<file path="config.mk">
export PLATFORM = sky130hd
export DESIGN_NAME = bitmap_run_allocator
export DESIGN_NICKNAME = d
export VERILOG_FILES = /design/src/hw/rtl/bra_pkg.sv /design/src/hw/rtl/bra_ram.sv /design/src/hw/rtl/bitmap_run_allocator.sv
export SDC_FILE = /design/constraint.sdc
export NUM_CORES = 2
export LEC_CHECK = 0
export ABC_CLOCK_PERIOD_IN_PS = 17600
export BUFFER_PORTS_ARGS = -buffer_cell sky130_fd_sc_hd__buf_2
export CELL_PAD_IN_SITES_DETAIL_PLACEMENT = 2
export CELL_PAD_IN_SITES_GLOBAL_PLACEMENT = 2
export CORE_UTILIZATION = 47
export CTS_CLUSTER_SIZE = 8
export DETAILED_ROUTE_END_ITERATION = 16
export PLACE_DENSITY = 0.91
export SYNTH_ARGS = -nofsm -noshare
export SYNTH_HDL_FRONTEND = slang
export SYNTH_SLANG_ARGS = --single-unit
</file>
<file path="constraint.sdc">
create_clock -name clk -period 17.6 [get_ports clk]
set_input_delay 3.52 -clock clk [delete_from_list [all_inputs] [get_ports clk]]
set_output_delay 3.52 -clock clk [all_outputs]
set_load 0.02 [all_outputs]
</file>
<file path="src/hw/rtl/bra_pkg.sv">
// Shared constants for the bitmap run allocator: field widths, command codes
// and the defaults for the top-level parameters.
// Depends on nothing; used by bitmap_run_allocator.
`timescale 1ns / 1ps

package bra_pkg;

  // Default geometry of the occupancy bitmap
  localparam int CAPACITY_DEF  = 1024;
  localparam int ROW_WIDTH_DEF = 64;

  // Field widths on the streams and the configuration port
  localparam int CMD_W = 2;
  localparam int IDX_W = 10;
  localparam int LEN_W = 11;
  localparam int CFG_W = 11;

  // Bit positions are at most start + length, which stays below 4096
  localparam int POS_W = 12;

  localparam logic [CFG_W-1:0] CFG_RESET = 11'd1024;

  // Command codes
  localparam logic [CMD_W-1:0] CMD_FIND  = 2'd0;
  localparam logic [CMD_W-1:0] CMD_SET   = 2'd1;
  localparam logic [CMD_W-1:0] CMD_CLEAR = 2'd2;

endpackage

</file>
<file path="src/hw/rtl/bra_ram.sv">
// Generic single-write, single-read memory with a registered read port.
// No dependencies.
`timescale 1ns / 1ps

module bra_ram #(
  parameter int WIDTH = 64,
  parameter int DEPTH = 16,
  parameter int AW    = (DEPTH > 1) ? $clog2(DEPTH) : 1
) (
  input  logic             clk,
  input  logic             we,
  input  logic [AW-1:0]    waddr,
  input  logic [WIDTH-1:0] wdata,
  input  logic             re,
  input  logic [AW-1:0]    raddr,
  output logic [WIDTH-1:0] rdata
);

  logic [WIDTH-1:0] mem [DEPTH];
  logic [WIDTH-1:0] rdata_r;

  always_ff @(posedge clk) begin
    if (we) begin
      mem[waddr] <= wdata;
    end
    if (re) begin
      rdata_r <= mem[raddr];
    end
  end

  assign rdata = rdata_r;

endmodule

</file>
<file path="src/hw/rtl/bitmap_run_allocator.sv">
// Top level of the bitmap run allocator: occupancy bitmap in a row memory,
// a row sequencer and the shared per-row search and mask unit.
// Depends on bra_pkg and bra_ram.
`timescale 1ns / 1ps

// Usage
// The input stream carries one command per beat: in_tuser holds the command
// (find, set, clear) and in_tdata the start index and the run length. Every
// beat yields exactly one result beat: out_tuser[0] is the found flag and
// out_tdata the start of the located run (zero unless a run was found).
// The bitmap is kept as rows of ROW_WIDTH bits in a memory and is walked one
// row per cycle through the single row search/mask unit, starting at row 0.
// A find stops at the first row holding a fitting run; set and clear stop at
// the row holding the end of the range. Each row is read through the
// registered memory port and then searched or masked; trivial commands
// offer their result in the cycle after acceptance. One command is in work at
// a time and in_tready is low until its result beat has been taken.
// After reset the memory is cleared one row per cycle, all ROW_COUNT rows
// (16 rows at the default geometry), with in_tready low. cfg_wr_en writes the
// number of bits in use at any time; it must only change while idle.
// While the receiver holds out_tready low the result beat simply waits.

module bitmap_run_allocator #(
  parameter int CAPACITY  = bra_pkg::CAPACITY_DEF,
  parameter int ROW_WIDTH = bra_pkg::ROW_WIDTH_DEF
) (
  input  logic                     clk,
  input  logic                     rst_n,

  input  logic                     in_tvalid,
  output logic                     in_tready,
  input  logic [23:0]              in_tdata,    // start_index[9:0], run_length[20:10], zero pad
  input  logic [bra_pkg::CMD_W-1:0] in_tuser,   // command[1:0]

  output logic                     out_tvalid,
  input  logic                     out_tready,
  output logic [15:0]              out_tdata,   // run_start[9:0], zero pad
  output logic                     out_tuser,   // found[0]

  input  logic                     cfg_wr_en,
  input  logic [bra_pkg::CFG_W-1:0] cfg_wr_data
);

  localparam int POS_W     = bra_pkg::POS_W;
  localparam int IDX_W     = bra_pkg::IDX_W;
  localparam int LEN_W     = bra_pkg::LEN_W;
  localparam int CFG_W     = bra_pkg::CFG_W;
  localparam int ROW_COUNT = (CAPACITY + ROW_WIDTH - 1) / ROW_WIDTH;
  localparam int AW        = (ROW_COUNT > 1) ? $clog2(ROW_COUNT) : 1;
  localparam int BW        = (ROW_WIDTH > 1) ? $clog2(ROW_WIDTH) : 1;
  localparam int LW        = $clog2(ROW_WIDTH + 1);
  localparam int CFG_MAX   = (1 << CFG_W) - 1;
  localparam int CAP_CLIP  = (CAPACITY > CFG_MAX) ? CFG_MAX : CAPACITY;

  localparam logic [POS_W-1:0] RW_P   = POS_W'(ROW_WIDTH);
  localparam logic [POS_W-1:0] CAP_P  = POS_W'(CAP_CLIP);
  localparam logic [AW-1:0]    LAST_R = AW'(ROW_COUNT - 1);

  localparam logic [1:0] S_CLR  = 2'd0;
  localparam logic [1:0] S_IDLE = 2'd1;
  localparam logic [1:0] S_SCAN = 2'd2;
  localparam logic [1:0] S_OUT  = 2'd3;

  logic [1:0]                state_r, state_nxt;
  logic [bra_pkg::CMD_W-1:0] cmd_r, cmd_nxt;
  logic [POS_W-1:0]          lo_r, lo_nxt;
  logic [POS_W-1:0]          limit_r, limit_nxt;
  logic [LEN_W-1:0]          len_r, len_nxt;
  logic [AW-1:0]             rd_row_r, rd_row_nxt;
  logic [POS_W-1:0]          rd_base_r, rd_base_nxt;
  logic                      pend_r, pend_nxt;
  logic [AW-1:0]             pr_row_r, pr_row_nxt;
  logic [POS_W-1:0]          pr_base_r, pr_base_nxt;
  logic [POS_W-1:0]          carry_r, carry_nxt;
  logic                      found_r, found_nxt;
  logic [IDX_W-1:0]          start_r, start_nxt;
  logic [CFG_W-1:0]          biu_r;

  logic                      in_fire;
  logic [bra_pkg::CMD_W-1:0] in_cmd;
  logic [IDX_W-1:0]          in_first;
  logic [LEN_W-1:0]          in_len;
  logic [POS_W-1:0]          size;
  logic [POS_W-1:0]          req_end;
  logic [POS_W-1:0]          req_hi;

  logic                      ram_we;
  logic [AW-1:0]             ram_waddr;
  logic [ROW_WIDTH-1:0]      ram_wdata;
  logic                      ram_re;
  logic [ROW_WIDTH-1:0]      ram_rdata;

  logic [LW-1:0]             lu [ROW_WIDTH];
  logic [POS_W-1:0]          run_b [ROW_WIDTH];
  logic [ROW_WIDTH-1:0]      hit;
  logic                      hit_any;
  logic [BW-1:0]             hb;
  logic                      row_last;
  logic [POS_W-1:0]          sb;
  logic [POS_W-1:0]          eb;
  logic [ROW_WIDTH-1:0]      mask;
  logic [ROW_WIDTH-1:0]      new_row;
  logic [POS_W-1:0]          hit_start;

  bra_ram #(
    .WIDTH (ROW_WIDTH),
    .DEPTH (ROW_COUNT),
    .AW    (AW)
  ) u_rows (
    .clk   (clk),
    .we    (ram_we),
    .waddr (ram_waddr),
    .wdata (ram_wdata),
    .re    (ram_re),
    .raddr (rd_row_r),
    .rdata (ram_rdata)
  );

  assign in_tready  = (state_r == S_IDLE);
  assign in_fire    = in_tvalid && in_tready;
  assign in_cmd     = in_tuser;
  assign in_first   = in_tdata[IDX_W-1:0];
  assign in_len     = in_tdata[IDX_W+LEN_W-1:IDX_W];

  assign out_tvalid = (state_r == S_OUT);
  assign out_tuser  = found_r;
  assign out_tdata  = {{(16-IDX_W){1'b0}}, start_r};

  assign size    = ({1'b0, biu_r} > CAP_P) ? CAP_P : {1'b0, biu_r};
  assign req_end = POS_W'(in_first) + POS_W'(in_len);
  assign req_hi  = (req_end > size) ? size : req_end;

  // Row search: lu[b] is one above the highest used bit at or below b, or
  // zero if the row is free up to b. A doubling prefix builds it in log steps.
  always_comb begin
    for (int b = 0; b < ROW_WIDTH; b++) begin
      lu[b] = ram_rdata[b] ? LW'(b + 1) : '0;
    end
    for (int k = 1; k < ROW_WIDTH; k = k * 2) begin
      for (int b = ROW_WIDTH - 1; b >= k; b--) begin
        if (lu[b] == '0) begin
          lu[b] = lu[b-k];
        end
      end
    end
    for (int b = 0; b < ROW_WIDTH; b++) begin
      if (lu[b] != '0) begin
        run_b[b] = POS_W'(b + 1) - POS_W'(lu[b]);
      end else begin
        run_b[b] = carry_r + POS_W'(b + 1);
      end
      hit[b] = (pr_base_r + POS_W'(b) < limit_r) && (run_b[b] >= POS_W'(len_r));
    end
    hb = '0;
    for (int b = ROW_WIDTH - 1; b >= 0; b--) begin
      if (hit[b]) begin
        hb = BW'(b);
      end
    end
  end

  assign hit_any   = |hit;
  assign hit_start = pr_base_r + POS_W'(hb) + POS_W'(1) - POS_W'(len_r);
  assign row_last  = (pr_base_r + RW_P >= limit_r);

  // Range mask within the row being processed; limit_r is above pr_base_r.
  assign sb = (lo_r > pr_base_r) ? (lo_r - pr_base_r) : '0;
  assign eb = limit_r - pr_base_r;

  always_comb begin
    for (int b = 0; b < ROW_WIDTH; b++) begin
      mask[b] = (POS_W'(b) >= sb) && (POS_W'(b) < eb);
    end
  end

  assign new_row = (cmd_r == bra_pkg::CMD_SET) ? (ram_rdata | mask) : (ram_rdata & ~mask);

  assign ram_re    = (state_r == S_SCAN) && (rd_base_r < limit_r);
  assign ram_we    = (state_r == S_CLR)
                  || ((state_r == S_SCAN) && pend_r && (cmd_r != bra_pkg::CMD_FIND));
  assign ram_waddr = (state_r == S_CLR) ? rd_row_r : pr_row_r;
  assign ram_wdata = (state_r == S_CLR) ? '0 : new_row;

  always_comb begin
    state_nxt   = state_r;
    cmd_nxt     = cmd_r;
    lo_nxt      = lo_r;
    limit_nxt   = limit_r;
    len_nxt     = len_r;
    rd_row_nxt  = rd_row_r;
    rd_base_nxt = rd_base_r;
    pend_nxt    = pend_r;
    pr_row_nxt  = pr_row_r;
    pr_base_nxt = pr_base_r;
    carry_nxt   = carry_r;
    found_nxt   = found_r;
    start_nxt   = start_r;

    case (state_r)
      S_CLR: begin
        rd_row_nxt = rd_row_r + AW'(1);
        if (rd_row_r == LAST_R) begin
          state_nxt = S_IDLE;
        end
      end

      S_IDLE: begin
        if (in_fire) begin
          cmd_nxt     = in_cmd;
          len_nxt     = in_len;
          lo_nxt      = POS_W'(in_first);
          rd_row_nxt  = '0;
          rd_base_nxt = '0;
          pend_nxt    = 1'b0;
          carry_nxt   = '0;
          found_nxt   = 1'b0;
          start_nxt   = '0;
          state_nxt   = S_OUT;
          case (in_cmd)
            bra_pkg::CMD_FIND: begin
              if (in_len == '0) begin
                found_nxt = 1'b1;
              end else if (POS_W'(in_len) <= size) begin
                limit_nxt = size;
                state_nxt = S_SCAN;
              end
            end
            bra_pkg::CMD_SET, bra_pkg::CMD_CLEAR: begin
              if (POS_W'(in_first) < req_hi) begin
                limit_nxt = req_hi;
                state_nxt = S_SCAN;
              end
            end
            default: begin
              state_nxt = S_OUT;
            end
          endcase
        end
      end

      S_SCAN: begin
        pend_nxt    = ram_re;
        pr_row_nxt  = rd_row_r;
        pr_base_nxt = rd_base_r;
        if (ram_re) begin
          rd_row_nxt  = rd_row_r + AW'(1);
          rd_base_nxt = rd_base_r + RW_P;
        end
        if (pend_r) begin
          carry_nxt = run_b[ROW_WIDTH-1];
          if ((cmd_r == bra_pkg::CMD_FIND) && hit_any) begin
            found_nxt = 1'b1;
            start_nxt = hit_start[IDX_W-1:0];
            state_nxt = S_OUT;
          end else if (row_last) begin
            state_nxt = S_OUT;
          end
        end
      end

      S_OUT: begin
        if (out_tready) begin
          state_nxt = S_IDLE;
        end
      end

      default: begin
        state_nxt = S_IDLE;
      end
    endcase
  end

  always_ff @(posedge clk) begin
    if (!rst_n) begin
      state_r  <= S_CLR;
      rd_row_r <= '0;
      pend_r   <= 1'b0;
      biu_r    <= bra_pkg::CFG_RESET;
    end else begin
      state_r  <= state_nxt;
      rd_row_r <= rd_row_nxt;
      pend_r   <= pend_nxt;
      if (cfg_wr_en) begin
        biu_r <= cfg_wr_data;
      end
    end
  end

  always_ff @(posedge clk) begin
    cmd_r     <= cmd_nxt;
    lo_r      <= lo_nxt;
    limit_r   <= limit_nxt;
    len_r     <= len_nxt;
    rd_base_r <= rd_base_nxt;
    pr_row_r  <= pr_row_nxt;
    pr_base_r <= pr_base_nxt;
    carry_r   <= carry_nxt;
    found_r   <= found_nxt;
    start_r   <= start_nxt;
  end

  // The block never takes a new command while a result beat is on offer.
  a_no_overlap: assert property (@(posedge clk) disable iff (!rst_n)
    !(in_tready && out_tvalid))
    else $error("input accepted while a result is pending");

  // A find of zero length answers found at start zero on the next cycle.
  a_zero_find: assert property (@(posedge clk) disable iff (!rst_n)
    (in_fire && (in_tuser == bra_pkg::CMD_FIND) && (in_tdata[IDX_W+LEN_W-1:IDX_W] == '0))
    |=> (out_tvalid && out_tuser && (out_tdata == '0)))
    else $error("zero-length find did not answer at once");

  // Results without a found run always carry a zero start.
  a_not_found_zero: assert property (@(posedge clk) disable iff (!rst_n)
    (out_tvalid && !out_tuser) |-> (out_tdata == '0))
    else $error("non-zero start on a result without a run");

  // Rows written by set or clear always lie below the clipped range end.
  a_write_in_range: assert property (@(posedge clk) disable iff (!rst_n)
    ((state_r == S_SCAN) && pend_r && (cmd_r != bra_pkg::CMD_FIND))
    |-> (pr_base_r < limit_r))
    else $error("row written beyond the range end");

endmodule

</file>
==> results of run 1 <==
## per-layer routing
metal  track usage [%]  GRT overflow
met1              81.3            78
met3              63.0            81
met4              77.4           237
met5              47.3             4
met2              93.9           357
## logic make-up after synthesis
logic type	count (synthesis)	synth area share [%]
other	1	0.00428
multiplexers	446	9.69
AND/OR/NAND/NOR	2451	13.2
flip-flops	1180	40.2
XOR/XNOR	493	4.93
AO/OA/AOI/OAI	2210	15.9
buffers and inverters	688	2.99
adder cells (fa/ha/maj)	914	13.1
## metrics by stage
| stage | hold WS (ns) | setup WS (ns) | cells |
|---|---|---|---|
| after detailed placement | 0.525 | 4.74 | 10900 |
| after global placement | 0.493 | 5.37 | 10900 |
| after CTS | 0.568 | 4.08 | 11100 |
| after floorplan | 0.406 | 8.59 | 8389 |
==> flow_metrics.py, run 1 <==
metrics = {
    "placement": {
        "placed_area_um2": 93000,
        "gp_congestion": 1.18,
        "dp_hpwl_um": 467000,
        "io_buffers": 51,
    },
    "floorplanning": {
        "start_util_pct": 47.3,
        "num_rows": 158,
        "die_h_um": 434,
        "io_pins": 61,
        "fp.dieW_um": 434,
    },
    "yosys": {
        "synth_top_flop_cell": "edfxtp_1",
        "synth_top_area_share_pct": 39.8,
        "synth_area_leader_cell": "edfxtp_1",
        "ys_async_sr_fraction_pct": 0,
        "synth.distinct_cells": 100,
        "ys_ff_latch": 1180,
        "synth_warnings": 0,
        "avgSynthCellArea_um2": 10.4,
        "ys_top_cells_by_area": "edfxtp_1 (40%), ha_1 (13%), mux4_2 (8.2%)",
        "postSynthCellCount": 8383,
        "synth_common_cells": "edfxtp_1 (1,162), nor2_1 (931), ha_1 (912), a21oi_1 (622), o21ai_0 (582)",
        "synth.most_common_cell": "edfxtp_1",
        "synth.cell_area_um2": 87600,
        "synth.yosys.seq_area_share_pct": 40.2,
        "synth_edf_count": 1162,
    },
    "clocking": {
        "cts_root_buf": "clkbuf_16",
        "cts-resized-gates": 0,
        "postCtsSetupBuffers": 0,
        "cts_max_path_buffers": 3,
        "cts.sinks": 1180,
        "cts_hold_buffers": 0,
        "cts_buffers": 165,
        "h-tree-depth": 4,
    },
    "status": {
        "stop_error": "[ERROR GRT-0116] Global routing finished with congestion. Check the congestion regions in the DRC Viewer.",
        "status": "stopped before the end",
        "stop_stage": "global routing",
    },
    "grt": {
        "grtUsageTotal_pct": 79.4,
        "grt_pass1_wl_um": 1020000,
        "grt_pass1_vias": 107000,
        "grt_max_degree": 65,
        "gr-total-overflow": 757,
    },
}
==> run 2: changes to the inputs <==
Settings changed: CELL_PAD_IN_SITES_DETAIL_PLACEMENT 2 to unset, CELL_PAD_IN_SITES_GLOBAL_PLACEMENT 2 to unset, CORE_UTILIZATION 47 to 40, CTS_CLUSTER_SIZE 8 to unset, PLACE_DENSITY 0.91 to unset, PLACE_DENSITY_LB_ADDON set to 0.15.
==> flow_metrics.py, run 2 <==
metrics = {
    "floorplanning": {
        "io_pins": 61,
        "die_area_um2": 221000,
        "die_h_um": 470,
        "fp.dieW_um": 470,
        "start_util_pct": 40.3,
        "num_rows": 171,
        "core_region_area_um2": 217000,
    },
    "timing": {
        "final_max_slew_viol_count": 5,
        "setup_violations": 0,
        "tightestPinTransition_ns": 1.63,
        "fin_skew_ns": 0.0569,
        "timing.hold.ws_ns": 0.520,
        "fin_tns_setup_ns": 0,
        "min_period_over_period_pct": 70.0,
        "period_minus_slack_ns": 12.32,
        "rsz0062_at_grt": "false",
        "clock.fmax_mhz": 81.2,
        "hold_viol_final": 0,
        "setup_slack_ns": 5.28,
        "slew_headroom_pct": -8.59,
    },
    "worst_setup_path": {
        "crit_slowest_cell": "a311oi_1",
        "cp-start-kind": "flop",
        "setup.worst_path.start": "u_rows.rdata[40]",
        "endpoint_kind": "flop",
        "critical_path.top_delay_family": "compound AO/OA/AOI/OAI gates",
        "crit_fanout": 15,
        "critPathMaxStageDelay_ns": 0.99,
        "r2r-start": "u_rows.rdata[40]",
        "path_common_cell": "o21bai_1",
        "cp.arrival_ns": 12.77,
        "worst-path-buf-inv": 2,
        "critPathKind": "reg -> reg",
        "worstPathRequired_ns": 18.06,
    },
    "route": {
        "post_drt_wl_per_cell_um": 42.4,
        "antenna_left": 0,
        "routed_wl_um": 489000,
        "wl_met2_um": 208000,
        "dr_wl_met3_um": 47100,
        "drtIter0Drc": 10200,
        "highest_layer": "met5",
        "via_per_inst": 6.82,
        "drt-met1-wl_um": 182000,
        "vias": 78800,
        "drc": 0,
        "dr.pass1.iters": 8,
    },
    "clocking": {
        "cts_root_buf": "clkbuf_16",
        "cts-resized-gates": 0,
        "cts_tree": "built",
        "clk_pin_slew_ns": 0.06,
        "cts.sinks": 1180,
        "postCtsSetupBuffers": 0,
        "h-tree-depth": 3,
        "clk_latency_ns": 0.75,
        "cts_buffers": 111,
        "cts_max_path_buffers": 3,
        "cts_hold_buffers": 0,
    },
    "hold_path": {
        "min-delay-start": "rd_base_r[11]",
        "min_path_type": "reg -> reg",
    },
    "finish": {
        "utilization_pct": 44.9,
        "regArea_um2": 35300,
        "largest_reg_flops": 1024,
        "area_growth_pct": 11.5,
        "nets": 9511,
        "nFillCells": 20600,
        "drive_gt1_share_pct": 14.0,
        "layout_commonest_cell": "edfxtp_1",
        "final_cell_mix": "edfxtp_1 (1,162), nor2_1 (911), ha_1 (900)",
        "regMostFlops": "u_rows.mem",
        "multi_input_area_um2": 50200,
    },
    "grt": {
        "grtUsageTotal_pct": 43.3,
        "gr-total-overflow": 0,
        "antenna_found_initial": 62,
        "grt_pass1_wl_um": 653000,
        "grt_max_degree": 121,
        "grt_pass1_vias": 74900,
    },
    "yosys": {
        "ys_top_cells_by_area": "edfxtp_1 (40%), ha_1 (13%), mux4_2 (8.2%)",
        "synth_top_area_share_pct": 39.8,
        "synth_top_flop_cell": "edfxtp_1",
        "synth.cell_area_um2": 87600,
        "synth.distinct_cells": 100,
        "synth_warnings": 0,
        "ys_ff_latch": 1180,
        "synth_common_cells": "edfxtp_1 (1,162), nor2_1 (931), ha_1 (912), a21oi_1 (622), o21ai_0 (582)",
        "synth_edf_count": 1162,
        "synth_area_leader_cell": "edfxtp_1",
        "avgSynthCellArea_um2": 10.4,
        "postSynthCellCount": 8383,
        "synth.most_common_cell": "edfxtp_1",
        "ys_async_sr_fraction_pct": 0,
        "synth.yosys.seq_area_share_pct": 40.2,
    },
    "run": {
        "cap_violations": 3,
    },
    "placement": {
        "pre_cts_ws_ns": 5.82,
        "gp_congestion": 1.15,
        "dp_hpwl_um": 357000,
        "io_buffers": 51,
    },
    "status": {
        "failed_checks": "capacitance limit, slew limit",
        "status": "finished, violations left",
    },
    "power_and_ir_drop": {
        "vdd_drop_max_v": 0.0000943,
        "powerDensity_nw_per_um2": 61.1,
        "power.total_uw": 5970,
        "p_leak_uw": 0.0371,
    },
}
[run 2: cell counts after synthesis]
Identical to the previous run, type by type.
[run 2: cell families after synthesis]
group / Yosys count / share of synthesized area, %
muxes: 446 / 9.69
xor gates and xnor gates: 493 / 4.93
and+or+nand+nor: 2451 / 13.2
AOI/OAI and AO/OA: 2210 / 15.9
other: 1 / 0.00428
DFF: 1180 / 40.2
adders and majority gates: 914 / 13.1
buffers and inverters: 688 / 2.99
[run 2: cell type report]
cell class / instances / area share [%]
multi-input cells: 6521 / 51.4
flip-flops and latches: 1180 / 36.1
repair buffers: 508 / 3.89
well taps: 2854 / 3.66
clock buffers: 130 / 2.92
clock inverters: 77 / 0.951
inverters: 233 / 0.914
diodes: 45 / 0.115
[run 2: final timing paths]
check	to	slack (ns)	cells after the start
setup / recovery	start_r[9]	5.28	39
hold / removal	pr_base_r[11]	0.52	0
setup reg to reg	start_r[9]	5.28	39
hold reg to reg	pr_base_r[11]	0.52	0
[run 2: routing by layer]
| metal | up-vias | global-route usage (%) |
|---|---|---|
| met5 | - | 0 |
| met4 | 28 | 37.4 |
| met3 | 1765 | 10.9 |
| met2 | 5068 | 64.8 |
| met1 | 39600 | 52.2 |
| li1 | 32400 | - |
[run 2: per-stage QoR]
step | std cells | area [µm²]
3_5_place_dp | 11300 | 93800
5_1_grt | 11500 | 97600
3_3_place_gp | 11300 | 93800
2_1_floorplan | 8389 | 87600
4_1_cts | 11500 | 97500
6_report | 11500 | 97700
[run 2: power by group]
group / switching, µW / total [µW] / leakage [µW] / internal (µW)
combinational: 193 / 348 / 0.0233 / 155
sequential: 21.4 / 3130 / 0.0120 / 3110
clock: 1070 / 2480 / 0.00182 / 1420
total: 1280 / 5970 / 0.0371 / 4680
Note: power is estimated with default switching activity, not from simulation.
